<file path="src/hw/rtl/modexp_pkg.sv">
package modexp_pkg;

	localparam int unsigned WIDTH_DEF = 32;
	localparam logic [31:0] EXP_RST = 32'd65537;
	localparam logic [31:0] MOD_RST = 32'd4294967291;

	localparam logic REG_EXPONENT = 1'b0;
	localparam logic REG_MODULUS  = 1'b1;

	// Controller states
	typedef enum logic [5:0] {
		ST_IDLE = 6'b000001,
		ST_RED  = 6'b000010,
		ST_MUL  = 6'b000100,
		ST_SQR  = 6'b001000,
		ST_NEXT = 6'b010000,
		ST_OUT  = 6'b100000
	} state_t;

	// Control from sequencer to the cell row
	typedef struct packed {
		logic start;
		logic step;
		logic bit_in;
	} cell_ctl_t;

endpackage

</file>
<file path="src/hw/rtl/modexp_cell.sv">
// One cell of the serial modular multiplier row: doubles the partial
// product, adds the operand when the incoming multiplier bit is set, and
// reduces both times.
module modexp_cell import modexp_pkg::*; #(
	parameter int unsigned WIDTH = WIDTH_DEF
) (
	input  logic             clk,
	input  logic             arst_n,
	input  logic             start,
	input  logic             step,
	input  logic             bit_in,
	input  logic [WIDTH-1:0] a,
	input  logic [WIDTH-1:0] m,
	output logic [WIDTH-1:0] r
);
	logic [WIDTH-1:0] r_q;
	logic [WIDTH:0]   dbl;
	logic [WIDTH-1:0] dbl_red;
	logic [WIDTH:0]   sum;
	logic [WIDTH-1:0] nxt;

	// r = 2r mod m, then + a mod m when bit_in is set
	always_comb begin
		dbl     = {r_q, 1'b0};
		dbl_red = (dbl >= {1'b0, m}) ? WIDTH'(dbl - {1'b0, m}) : dbl[WIDTH-1:0];
		sum     = {1'b0, dbl_red} + {1'b0, a};
		if (bit_in) begin
			nxt = (sum >= {1'b0, m}) ? WIDTH'(sum - {1'b0, m}) : sum[WIDTH-1:0];
		end else begin
			nxt = dbl_red;
		end
	end

	always_ff @(posedge clk or negedge arst_n) begin
		if (!arst_n) begin
			r_q <= '0;
		end else if (start) begin
			r_q <= '0;
		end else if (step) begin
			r_q <= nxt;
		end
	end

	assign r = r_q;
endmodule

</file>
<file path="src/hw/rtl/modexp_row.sv">
// Row of two cells driven by the bits of base: cell 0 forms acc*base
// (its bits gated by the exponent bit), cell 1 forms base*base, both over WIDTH steps.
module modexp_row import modexp_pkg::*; #(
	parameter int unsigned WIDTH = WIDTH_DEF
) (
	input  logic             clk,
	input  logic             arst_n,
	input  cell_ctl_t        ctl,
	input  logic             bit_sq,
	input  logic [WIDTH-1:0] acc,
	input  logic [WIDTH-1:0] base,
	input  logic [WIDTH-1:0] m,
	output logic [WIDTH-1:0] prod_mul,
	output logic [WIDTH-1:0] prod_sqr
);
	modexp_cell #(.WIDTH(WIDTH)) u_mul (
		.clk(clk), .arst_n(arst_n), .start(ctl.start), .step(ctl.step),
		.bit_in(ctl.bit_in), .a(acc), .m(m), .r(prod_mul)
	);

	modexp_cell #(.WIDTH(WIDTH)) u_sqr (
		.clk(clk), .arst_n(arst_n), .start(ctl.start), .step(ctl.step),
		.bit_in(bit_sq), .a(base), .m(m), .r(prod_sqr)
	);
endmodule

</file>
<file path="src/hw/rtl/modular_exponentiation.sv">
// Channel | Direction | Handshake         | Payload
// in      | input     | in_valid/in_stall | message
// out     | output    | out_valid/out_stall | result
// cfg     | input     | cfg_we            | cfg_index, cfg_data
//
// One transaction at a time. The message is first reduced by modulus; then
// each exponent bit is processed in the two-cell multiplier row (multiply and
// square run side by side). The next message can be taken in the same cycle
// that the result becomes valid. A result still stalled on the output holds
// the finished item back. Reset restores the configuration registers.
module modular_exponentiation import modexp_pkg::*; #(
	parameter int unsigned WIDTH = WIDTH_DEF
) (
	input  logic        clk,
	input  logic        arst_n,
	input  logic        in_valid,
	output logic        in_stall,
	input  logic [31:0] message,
	output logic        out_valid,
	input  logic        out_stall,
	output logic [31:0] result,
	input  logic        cfg_we,
	input  logic        cfg_index,
	input  logic [31:0] cfg_data
);
	localparam int unsigned CW = $clog2(WIDTH + 1);
	localparam int unsigned IW = $clog2(WIDTH);

	logic [WIDTH-1:0] exp_q, mod_q, acc_q, base_q, e_q, msg_q;
	logic [CW-1:0]    cnt_q, ebit_q;
	logic [IW-1:0]    bidx;
	logic [31:0]      res_q;
	logic             res_v_q, pend_q;
	state_t           st_q;
	cell_ctl_t        ctl;
	logic [WIDTH-1:0] prod_mul, prod_sqr, rdiv_n;
	logic [WIDTH:0]   rdiv_w;
	logic             in_acc, out_acc;

	assign in_acc  = in_valid && !in_stall;
	assign out_acc = out_valid && !out_stall;
	assign in_stall  = pend_q;
	assign out_valid = res_v_q;
	assign result    = res_q;

	// bit position handled this cycle, MSB first
	assign bidx = IW'(cnt_q - CW'(1));

	// Configuration writes
	always_ff @(posedge clk or negedge arst_n) begin
		if (!arst_n) begin
			exp_q <= WIDTH'(EXP_RST);
			mod_q <= WIDTH'(MOD_RST);
		end else if (cfg_we) begin
			unique case (cfg_index)
				REG_EXPONENT: exp_q <= WIDTH'(cfg_data);
				REG_MODULUS:  mod_q <= WIDTH'(cfg_data);
				default: ;
			endcase
		end
	end

	// Restoring reduction of message by modulus, one bit per cycle
	always_comb begin
		rdiv_w = {acc_q, msg_q[bidx]};
		rdiv_n = (rdiv_w >= {1'b0, mod_q}) ? WIDTH'(rdiv_w - {1'b0, mod_q})
			: rdiv_w[WIDTH-1:0];
	end

	// Cell row control: multiplier bits from MSB of base
	always_comb begin
		ctl.start  = (st_q == ST_NEXT) || (st_q == ST_RED && cnt_q == '0);
		ctl.step   = (st_q == ST_MUL);
		ctl.bit_in = base_q[bidx] & e_q[0];
	end

	modexp_row #(.WIDTH(WIDTH)) u_row (
		.clk(clk), .arst_n(arst_n), .ctl(ctl),
		.bit_sq(base_q[bidx]),
		.acc(acc_q), .base(base_q), .m(mod_q),
		.prod_mul(prod_mul), .prod_sqr(prod_sqr)
	);

	// Sequencer
	always_ff @(posedge clk or negedge arst_n) begin
		if (!arst_n) begin
			st_q    <= ST_IDLE;
			pend_q  <= 1'b0;
			res_v_q <= 1'b0;
			cnt_q   <= '0;
			ebit_q  <= '0;
		end else begin
			if (out_acc && st_q != ST_OUT) res_v_q <= 1'b0;
			unique case (st_q)
				ST_IDLE: begin
					if (in_acc) begin
						pend_q <= 1'b1;
						cnt_q  <= CW'(WIDTH);
						st_q   <= ST_RED;
					end
				end
				ST_RED: begin
					if (cnt_q == CW'(1)) begin
						cnt_q  <= CW'(WIDTH);
						ebit_q <= '0;
						st_q   <= ST_NEXT;
					end else begin
						cnt_q <= cnt_q - CW'(1);
					end
				end
				ST_NEXT: begin
					cnt_q <= CW'(WIDTH);
					st_q  <= (ebit_q == CW'(WIDTH)) ? ST_OUT : ST_MUL;
				end
				ST_MUL: begin
					if (cnt_q == CW'(1)) st_q <= ST_SQR;
					cnt_q <= cnt_q - CW'(1);
				end
				ST_SQR: begin
					ebit_q <= ebit_q + CW'(1);
					st_q   <= ST_NEXT;
				end
				ST_OUT: begin
					if (!res_v_q || out_acc) begin
						res_v_q <= 1'b1;
						pend_q  <= 1'b0;
						st_q    <= ST_IDLE;
					end
				end
				default: st_q <= ST_IDLE;
			endcase
		end
	end

	// Datapath
	always_ff @(posedge clk) begin
		unique case (st_q)
			ST_IDLE: begin
				msg_q <= WIDTH'(message);
				acc_q <= '0;
				e_q   <= exp_q;
			end
			ST_RED: begin
				if (cnt_q == CW'(1)) begin
					base_q <= (mod_q == '0) ? '0 : rdiv_n;
					acc_q  <= (mod_q == WIDTH'(1) || mod_q == '0) ? '0 : WIDTH'(1);
				end else if (mod_q == '0) begin
					acc_q <= '0;
				end else begin
					acc_q <= rdiv_n;
				end
			end
			ST_SQR: begin
				if (e_q[0]) acc_q <= prod_mul;
				base_q <= prod_sqr;
				e_q    <= e_q >> 1;
			end
			ST_OUT: begin
				if (!res_v_q || out_acc) res_q <= 32'(acc_q);
			end
			default: ;
		endcase
	end

`ifndef ASSERT_OFF
	a_no_accept_busy: assert property (@(posedge clk) disable iff (!arst_n)
		pend_q |-> in_stall) else $error("accept while busy");
	a_res_lt_mod: assert property (@(posedge clk) disable iff (!arst_n)
		$rose(res_v_q) && mod_q != '0 |-> res_q < 32'(mod_q)) else $error("unreduced");
	a_onehot: assert property (@(posedge clk) disable iff (!arst_n)
		$onehot(st_q)) else $error("state not one-hot");
	a_idle_free: assert property (@(posedge clk) disable iff (!arst_n)
		st_q == ST_IDLE |-> !pend_q) else $error("idle but pending");
`endif
endmodule

</file>
<file path="config.mk">
export PLATFORM = sky130hd
export DESIGN_NAME = modular_exponentiation
export DESIGN_NICKNAME = d
export VERILOG_FILES = /design/src/hw/rtl/modexp_pkg.sv /design/src/hw/rtl/modexp_cell.sv /design/src/hw/rtl/modexp_row.sv /design/src/hw/rtl/modular_exponentiation.sv
export SDC_FILE = /design/constraint.sdc
export NUM_CORES = 1
export LEC_CHECK = 0
export BUFFER_PORTS_ARGS = -buffer_cell sky130_fd_sc_hd__buf_4
export CORE_UTILIZATION = 45
export CTS_BUF_LIST = sky130_fd_sc_hd__clkbuf_16
export DETAILED_ROUTE_END_ITERATION = 8
export SYNTH_ARGS = -nofsm -noshare
export SYNTH_HDL_FRONTEND = slang
export SYNTH_SLANG_ARGS = --single-unit
</file>
<file path="constraint.sdc">
create_clock -name clk -period 14.2 [get_ports clk]
set_clock_uncertainty 0.1 [all_clocks]
set_input_delay 1.42 -clock clk [delete_from_list [all_inputs] [get_ports clk]]
set_output_delay 1.42 -clock clk [all_outputs]
set_load 0.01 [all_outputs]
</file>
## After elaboration in Yosys (flattened, before gate mapping)

Index checks and enable logic that the tools add are counted.

- Add/sub/neg operators: 9
- Order comparisons: 6
- Eq/ne operators: 15
- Mux-type cells: 40
- Bitwise gates (word level): 2
- Reduce and logical (&&, ||, !) cells: 26

Operators with widths:

| operator | count |
|---|---|
| $mux 32 | 15 |
| $ge 33x32->1 | 5 |
| $sub 32x32->32 | 5 |
| $pmux 32 s2 | 2 |
| $pmux 32 s3 | 1 |
| $add 32x32->33 | 2 |
| $mux 6 | 8 |
| $pmux 6 s6 | 1 |
| $eq 32x1->1 const B | 1 |
| $logic_not 32->1 | 1 |
| $pmux 6 s4 | 1 |
| $eq 6x1->1 const B | 2 |
| $eq 6x6->1 const B | 2 |
| $pmux 6 s2 | 1 |
| $reduce_and 2->1 | 6 |
| $bmux 1 s5 | 2 |
| $mux 1 | 8 |
| $ne 2x2->1 const B | 4 |
| $reduce_bool 2->1 | 4 |
| $add 6x1->6 const B | 1 |
| $eq 6x2->1 const B | 1 |
| $eq 6x3->1 const B | 1 |
| $eq 6x4->1 const B | 1 |
| $eq 6x5->1 const B | 1 |
| other kinds (15) | 22 |

- Register bits after elaboration: 308
- Bits of input ports: 70
- Output and inout bits: 34
- Word-level logic and storage cells: 112

## Longest topological paths before layout

- Word-level depth: 8
- Depth in mapped cells: 36
- Depth with buffers taken out: 32

## Cells and area by module

Synthesis repeated with hierarchy kept, for this count alone.

- Cell total of the unflattened synthesis: 3088
- Area total of the unflattened synthesis: 27467.6 um^2

By module, submodules not included:

| module | times used | cells an instance | area an instance (um^2) |
|---|---|---|---|
| modular_exponentiation | 1 | 1057 | 12346.8 |
| modexp_cell (u_row.u_sqr) | 1 | 1045 | 7806.2 |
| modexp_cell (u_row.u_mul) | 1 | 986 | 7314.5 |

## Worst setup path after synthesis

No wires, ideal clock.

- Kind: register to register
- Start: reg mod_q[10]
- End: reg u_row.u_sqr.r_q[28], in the netlist u_row.u_sqr.r[28]
- Setup time: 119 ps
- Arrival time: 7121 ps
- Path slack: 6860 ps
- Stages on the path, launching flop included: 33
- Buffers on the path: 4
- Clock period less this slack: 7340 ps
- Path through: dfstp_2 -> inv_1 -> ha_1 -> clkbuf_1 -> nand4_1 -> nor3_1 -> o211ai_1 -> a31oi_1 -> a21oi_1 -> o21ai_1 -> buf_4 -> buf_4 -> mux2_2 -> ha_1 -> and3_1 -> a221o_1 -> a221oi_2 -> o21ai_0 -> a21o_1 -> a21oi_1 -> xnor2_1 -> ha_1 -> clkbuf_1 -> and4_1 -> and2_1 -> a32oi_1 -> o21ai_1 -> a41o_1 -> o31ai_1 -> a21oi_1 -> xor2_1 -> a222oi_1 -> a21bo_2

- Longest elaborated chain between the ends: 8
- Elaborated cells between the ends (all ways): 10
- Those cells by class: add/sub: 3; order compare: 2; mux: 5

RTL lines:

| what | line | source |
|---|---|---|
| start, declared | modular_exponentiation.sv:29 | `logic [WIDTH-1:0] exp_q, mod_q, acc_q, base_q, e_q, msg_q;` |
| start signal, assigned | modular_exponentiation.sv:53 | `mod_q <= WIDTH'(MOD_RST);` |
| start signal, assigned | modular_exponentiation.sv:57 | `REG_MODULUS: mod_q <= WIDTH'(cfg_data);` |
| $sub 32x32->32 or $ge 33x32->1 (tied branches) | modexp_cell.sv:25 | `dbl_red = (dbl >= {1'b0, m}) ? WIDTH'(dbl - {1'b0, m}) : dbl[WIDTH-1:0];` |
| $mux 32 | modexp_cell.sv:25 |  |
| $add 32x32->33 | modexp_cell.sv:26 | `sum = {1'b0, dbl_red} + {1'b0, a};` |
| $sub 32x32->32 or $ge 33x32->1 (tied branches) | modexp_cell.sv:28 | `nxt = (sum >= {1'b0, m}) ? WIDTH'(sum - {1'b0, m}) : sum[WIDTH-1:0];` |
| $mux 32 | modexp_cell.sv:28 |  |
| $mux 32 (*) | modexp_cell.sv:27 | `if (bit_in) begin` |
| $mux 32 (*) | modexp_cell.sv:39 | `end else if (step) begin` |
| $mux 32 (*) | modexp_cell.sv:37 | `end else if (start) begin` |
| end signal, assigned | modexp_cell.sv:40 | `r_q <= nxt;` |
| end, declared | modexp_cell.sv:16 | `logic [WIDTH-1:0] r_q;` |

Every way passes the cells marked *; elsewhere a longest branch is shown, timed or not. The select of a mux whose other input is x is not followed.
A chain may end at the register's enable or synchronous reset.

## Worst setup path after layout

- Start: reg mod_q[1]
- End: reg u_row.u_mul.r_q[21], in the netlist u_row.u_mul.r[21]

- Longest elaborated chain between the ends: 8
- Elaborated cells between the ends (all ways): 10
- Those cells by class: add/sub: 3; order compare: 2; mux: 5

RTL lines:

| what | line |
|---|---|
| $sub 32x32->32 or $ge 33x32->1 (tied branches) | modexp_cell.sv:25 |
| $mux 32 | modexp_cell.sv:25 |
| $add 32x32->33 | modexp_cell.sv:26 |
| $sub 32x32->32 or $ge 33x32->1 (tied branches) | modexp_cell.sv:28 |
| $mux 32 | modexp_cell.sv:28 |
| $mux 32 (*) | modexp_cell.sv:27 |
| $mux 32 (*) | modexp_cell.sv:39 |
| $mux 32 (*) | modexp_cell.sv:37 |
| end signal, assigned | modexp_cell.sv:40 |
| end, declared | modexp_cell.sv:16 |

Marked as above.

==> impl_metrics.env <==
export IMPL_synthMuxAreaShare=0.0828
export IMPL_firstDrtPassIters=5
export IMPL_ys_flop_type="edfxtp_1"
export IMPL_synthDistinctLibCells=94
export IMPL_worstPathMaxFanout=31
export IMPL_drtIter0Drc=2338
export IMPL_worst_ep_required_time_ns=14.54
export IMPL_wl_um=96200
export IMPL_cts_root_buffer="clkbuf_16"
export IMPL_path_delay_family="compound AO/OA/AOI/OAI gates"
export IMPL_worst_path_most_repeated_cell="ha_1"
export IMPL_synth_warnings=0
export IMPL_cpPeakStageDelay_ns=0.79
export IMPL_synth_cells=2873
export IMPL_tns_ns=0
export IMPL_worst_r2r_path_depth=31
export IMPL_cts_reportedPaths_clkPinSlew_ns=0.06
export IMPL_finalWeightedCongestion=1.05
export IMPL_rsz0062_at_grt="no"
export IMPL_hold_violations=0
export IMPL_final_common_cell="nand2_1"
export IMPL_dieArea_um2=58800
export IMPL_seq_area_frac_synth=0.328
export IMPL_antenna_found_initial=5
export IMPL_rrSetupSlack_ns=4.10
export IMPL_outcome="completed"
export IMPL_drive_above_1_share=0.132
export IMPL_finalMaxSlewViolations=0
export IMPL_cts_made_buffers=39
export IMPL_hold_path_class="register to register"
export IMPL_cp_slowest_cell="nor4_1"
export IMPL_synth_simple_area_share=0.150
export IMPL_setup_viol=0
export IMPL_core_area_um2=56800
export IMPL_diodes=0
export IMPL_holdBufCountCts=0
export IMPL_final_fill_count=5361
export IMPL_p_leak_nw=12.5
export IMPL_synth_nets=3179
export IMPL_viasPerCell=6.33
export IMPL_final_cell_area_um2=28700
export IMPL_die_y_um=243
export IMPL_grtUsageTotal=0.318
export IMPL_finalNetCount=3241
export IMPL_crit_arrival_ns=10.45
export IMPL_reg2reg_to="u_row.u_mul.r[21]"
export IMPL_endpoint="u_row.u_mul.r[21]"
export IMPL_synth_compound_area_share=0.225
export IMPL_synthAdderAreaFrac=0.115
export IMPL_clk_latency_ns=0.57
export IMPL_r2r_start="mod_q[1]"
export IMPL_endpoint_kind="register"
export IMPL_synth_edf_count=160
export IMPL_grt_pass1_wl_um=141000
export IMPL_core_rowCount=87
export IMPL_gr_total_overflow=0
export IMPL_path_buf_inv=3
export IMPL_dp_hpwl_um=75000
export IMPL_max_clock_freq_mhz=99.0
export IMPL_power_density_nw_per_um2=217
export IMPL_ir_worst_vdd_mv=0.126
export IMPL_clk_path_buf_depth=3
export IMPL_dpl_cell_area_um2=27500
export IMPL_worstSetupPathType="register to register"
export IMPL_wl_per_cell_um=25.8
export IMPL_initial_utilization=0.458
export IMPL_final_cell_mix="nand2_1, a21oi_1, ha_1, o21ai_0, nor2_1"
export IMPL_synth_avg_cell_area_um2=9.06
export IMPL_cp_start_kind="register"
export IMPL_fin_crit_sh=0.711
export IMPL_ys_ff_latch=308
export IMPL_drc=0
export IMPL_die_w_um=243
export IMPL_grt_pass1_vias=21900
export IMPL_post_cts_resize_count=0
export IMPL_synth_top_family_by_area="compound AO/OA/AOI/OAI gates"
export IMPL_fin_crit_ns=10.10
export IMPL_syn_area_um2=26000
export IMPL_grt_max_degree=76
export IMPL_port_buffers=103
export IMPL_io_pin_count=104
export IMPL_crit_start="mod_q[1]"
export IMPL_cts_htree_levels=2
export IMPL_antenna_left=0
export IMPL_synthArstFlopShare=0.481
export IMPL_areaGrowthSynthToFinish_pct=10.4
export IMPL_post_cts_buffers=0
export IMPL_synth_xor_area_share=0.0646
export IMPL_worstMarginPinSlew_ns=1.12
export IMPL_cp_depth=31
export IMPL_cts_sinks=308
export IMPL_maxCapViolations=0
export IMPL_num_vias=23600
export IMPL_cts_tree="done"
export IMPL_relSlewSlack=0.253
## per-stage QoR
| stage | setup slack (ns) | utilization | std cells | total power, mW | hold WS (ns) |
|---|---|---|---|---|---|
| after floorplan | 6.86 | - | 2873 | 4.03 | 0.341 |
| after detailed placement | 4.40 | 0.485 | 3650 | 5.20 | 0.375 |
| after global placement | 4.32 | 0.485 | 3650 | 5.17 | 0.368 |
| final | 4.10 | 0.506 | 3722 | 6.24 | 0.378 |
| after global routing | 3.42 | 0.506 | 3722 | 6.58 | 0.406 |
| after CTS | 4.37 | 0.506 | 3722 | 6.18 | 0.381 |
## worst register-to-register path, delay by kind of cell, from the launching register on
family	cells	cell delay, ns
compound gates	14	4.11
xor+xnor	1	0.11
fa+ha+maj	3	1.11
buf+inv	3	0.97
flops	1	0.71
mux	1	0.37
simple gates	9	2.46
## logic make-up after synthesis
logic type | Yosys count
AO/OA/AOI/OAI | 912
XOR/XNOR | 192
adder cells (fa/ha/maj) | 236
buffers and inverters | 213
flip-flops | 308
multiplexers | 176
AND/OR/NAND/NOR | 836
## routing by layer
| layer | routed length, µm | vias up | track usage | share of wire |
|---|---|---|---|---|
| met5 | 9 | - | 0 | 0.000094 |
| met4 | 4980 | 2 | 0.151 | 0.052 |
| met3 | 7450 | 237 | 0.0545 | 0.077 |
| met2 | 41400 | 1078 | 0.479 | 0.43 |
| met1 | 42300 | 11400 | 0.441 | 0.44 |
| li1 | - | 10900 | - | - |
## Yosys cell counts (all sizes together) (38+ instances only)
cell type | instances | area share
buf | 40 | 0.0089
mux2i | 46 | 0.018
nor3 | 39 | 0.0075
a21o | 100 | 0.029
nand4 | 38 | 0.0094
nor2 | 182 | 0.027
dfrtp | 114 | 0.11
ha | 229 | 0.11
clkbuf | 68 | 0.0099
inv | 104 | 0.015
xnor2 | 131 | 0.044
edfxtp | 160 | 0.18
mux2 | 110 | 0.048
o21ai | 242 | 0.047
xor2 | 61 | 0.021
a21oi | 250 | 0.049
nand2 | 329 | 0.048
nand3 | 66 | 0.013
## how the worst min path moves through the flow
stage                   from  slack (ns)  cells after the start        to
floorplan           cnt_q[5]        0.34                      1  cnt_q[5]
global placement    cnt_q[5]        0.37                      1  cnt_q[5]
detailed placement  cnt_q[5]        0.37                      1  cnt_q[5]
CTS                 cnt_q[5]        0.38                      1  cnt_q[5]
global route        cnt_q[5]        0.41                      1  cnt_q[5]
finish              cnt_q[5]        0.38                      1  cnt_q[5]
## report_power, final
part           leakage, nW  switching, mW  total, mW  internal (mW)
clock network        0.627          0.429      0.960          0.531
logic                 8.47           2.40       3.84           1.44
registers             3.38          0.205       1.44           1.24
## flip-flops by register name, indices dropped and copies added, names as in the netlist
signal / count
ebit_q: 6
result: 32
msg_q: 32
exp_q: 32
out_valid: 1
cnt_q: 6
u_row.u_sqr.r: 32
mod_q: 32
acc_q: 32
base_q: 32
u_row.u_mul.r: 32
e_q: 32
st_q: 6
in_stall: 1
## layout make-up
type                            instances  area [µm²]  share of cell area
Clock buffer                           40        1000              0.0348
Clock inverter                         32         193             0.00670
Sequential cell                       308        8550               0.298
Tap cell                              756         946              0.0329
Inverter                              105         394              0.0137
Multi-Input combinational cell       2352       16700               0.580
Timing Repair Buffer                  129         972              0.0338
(Power assumes the default switching activity.)
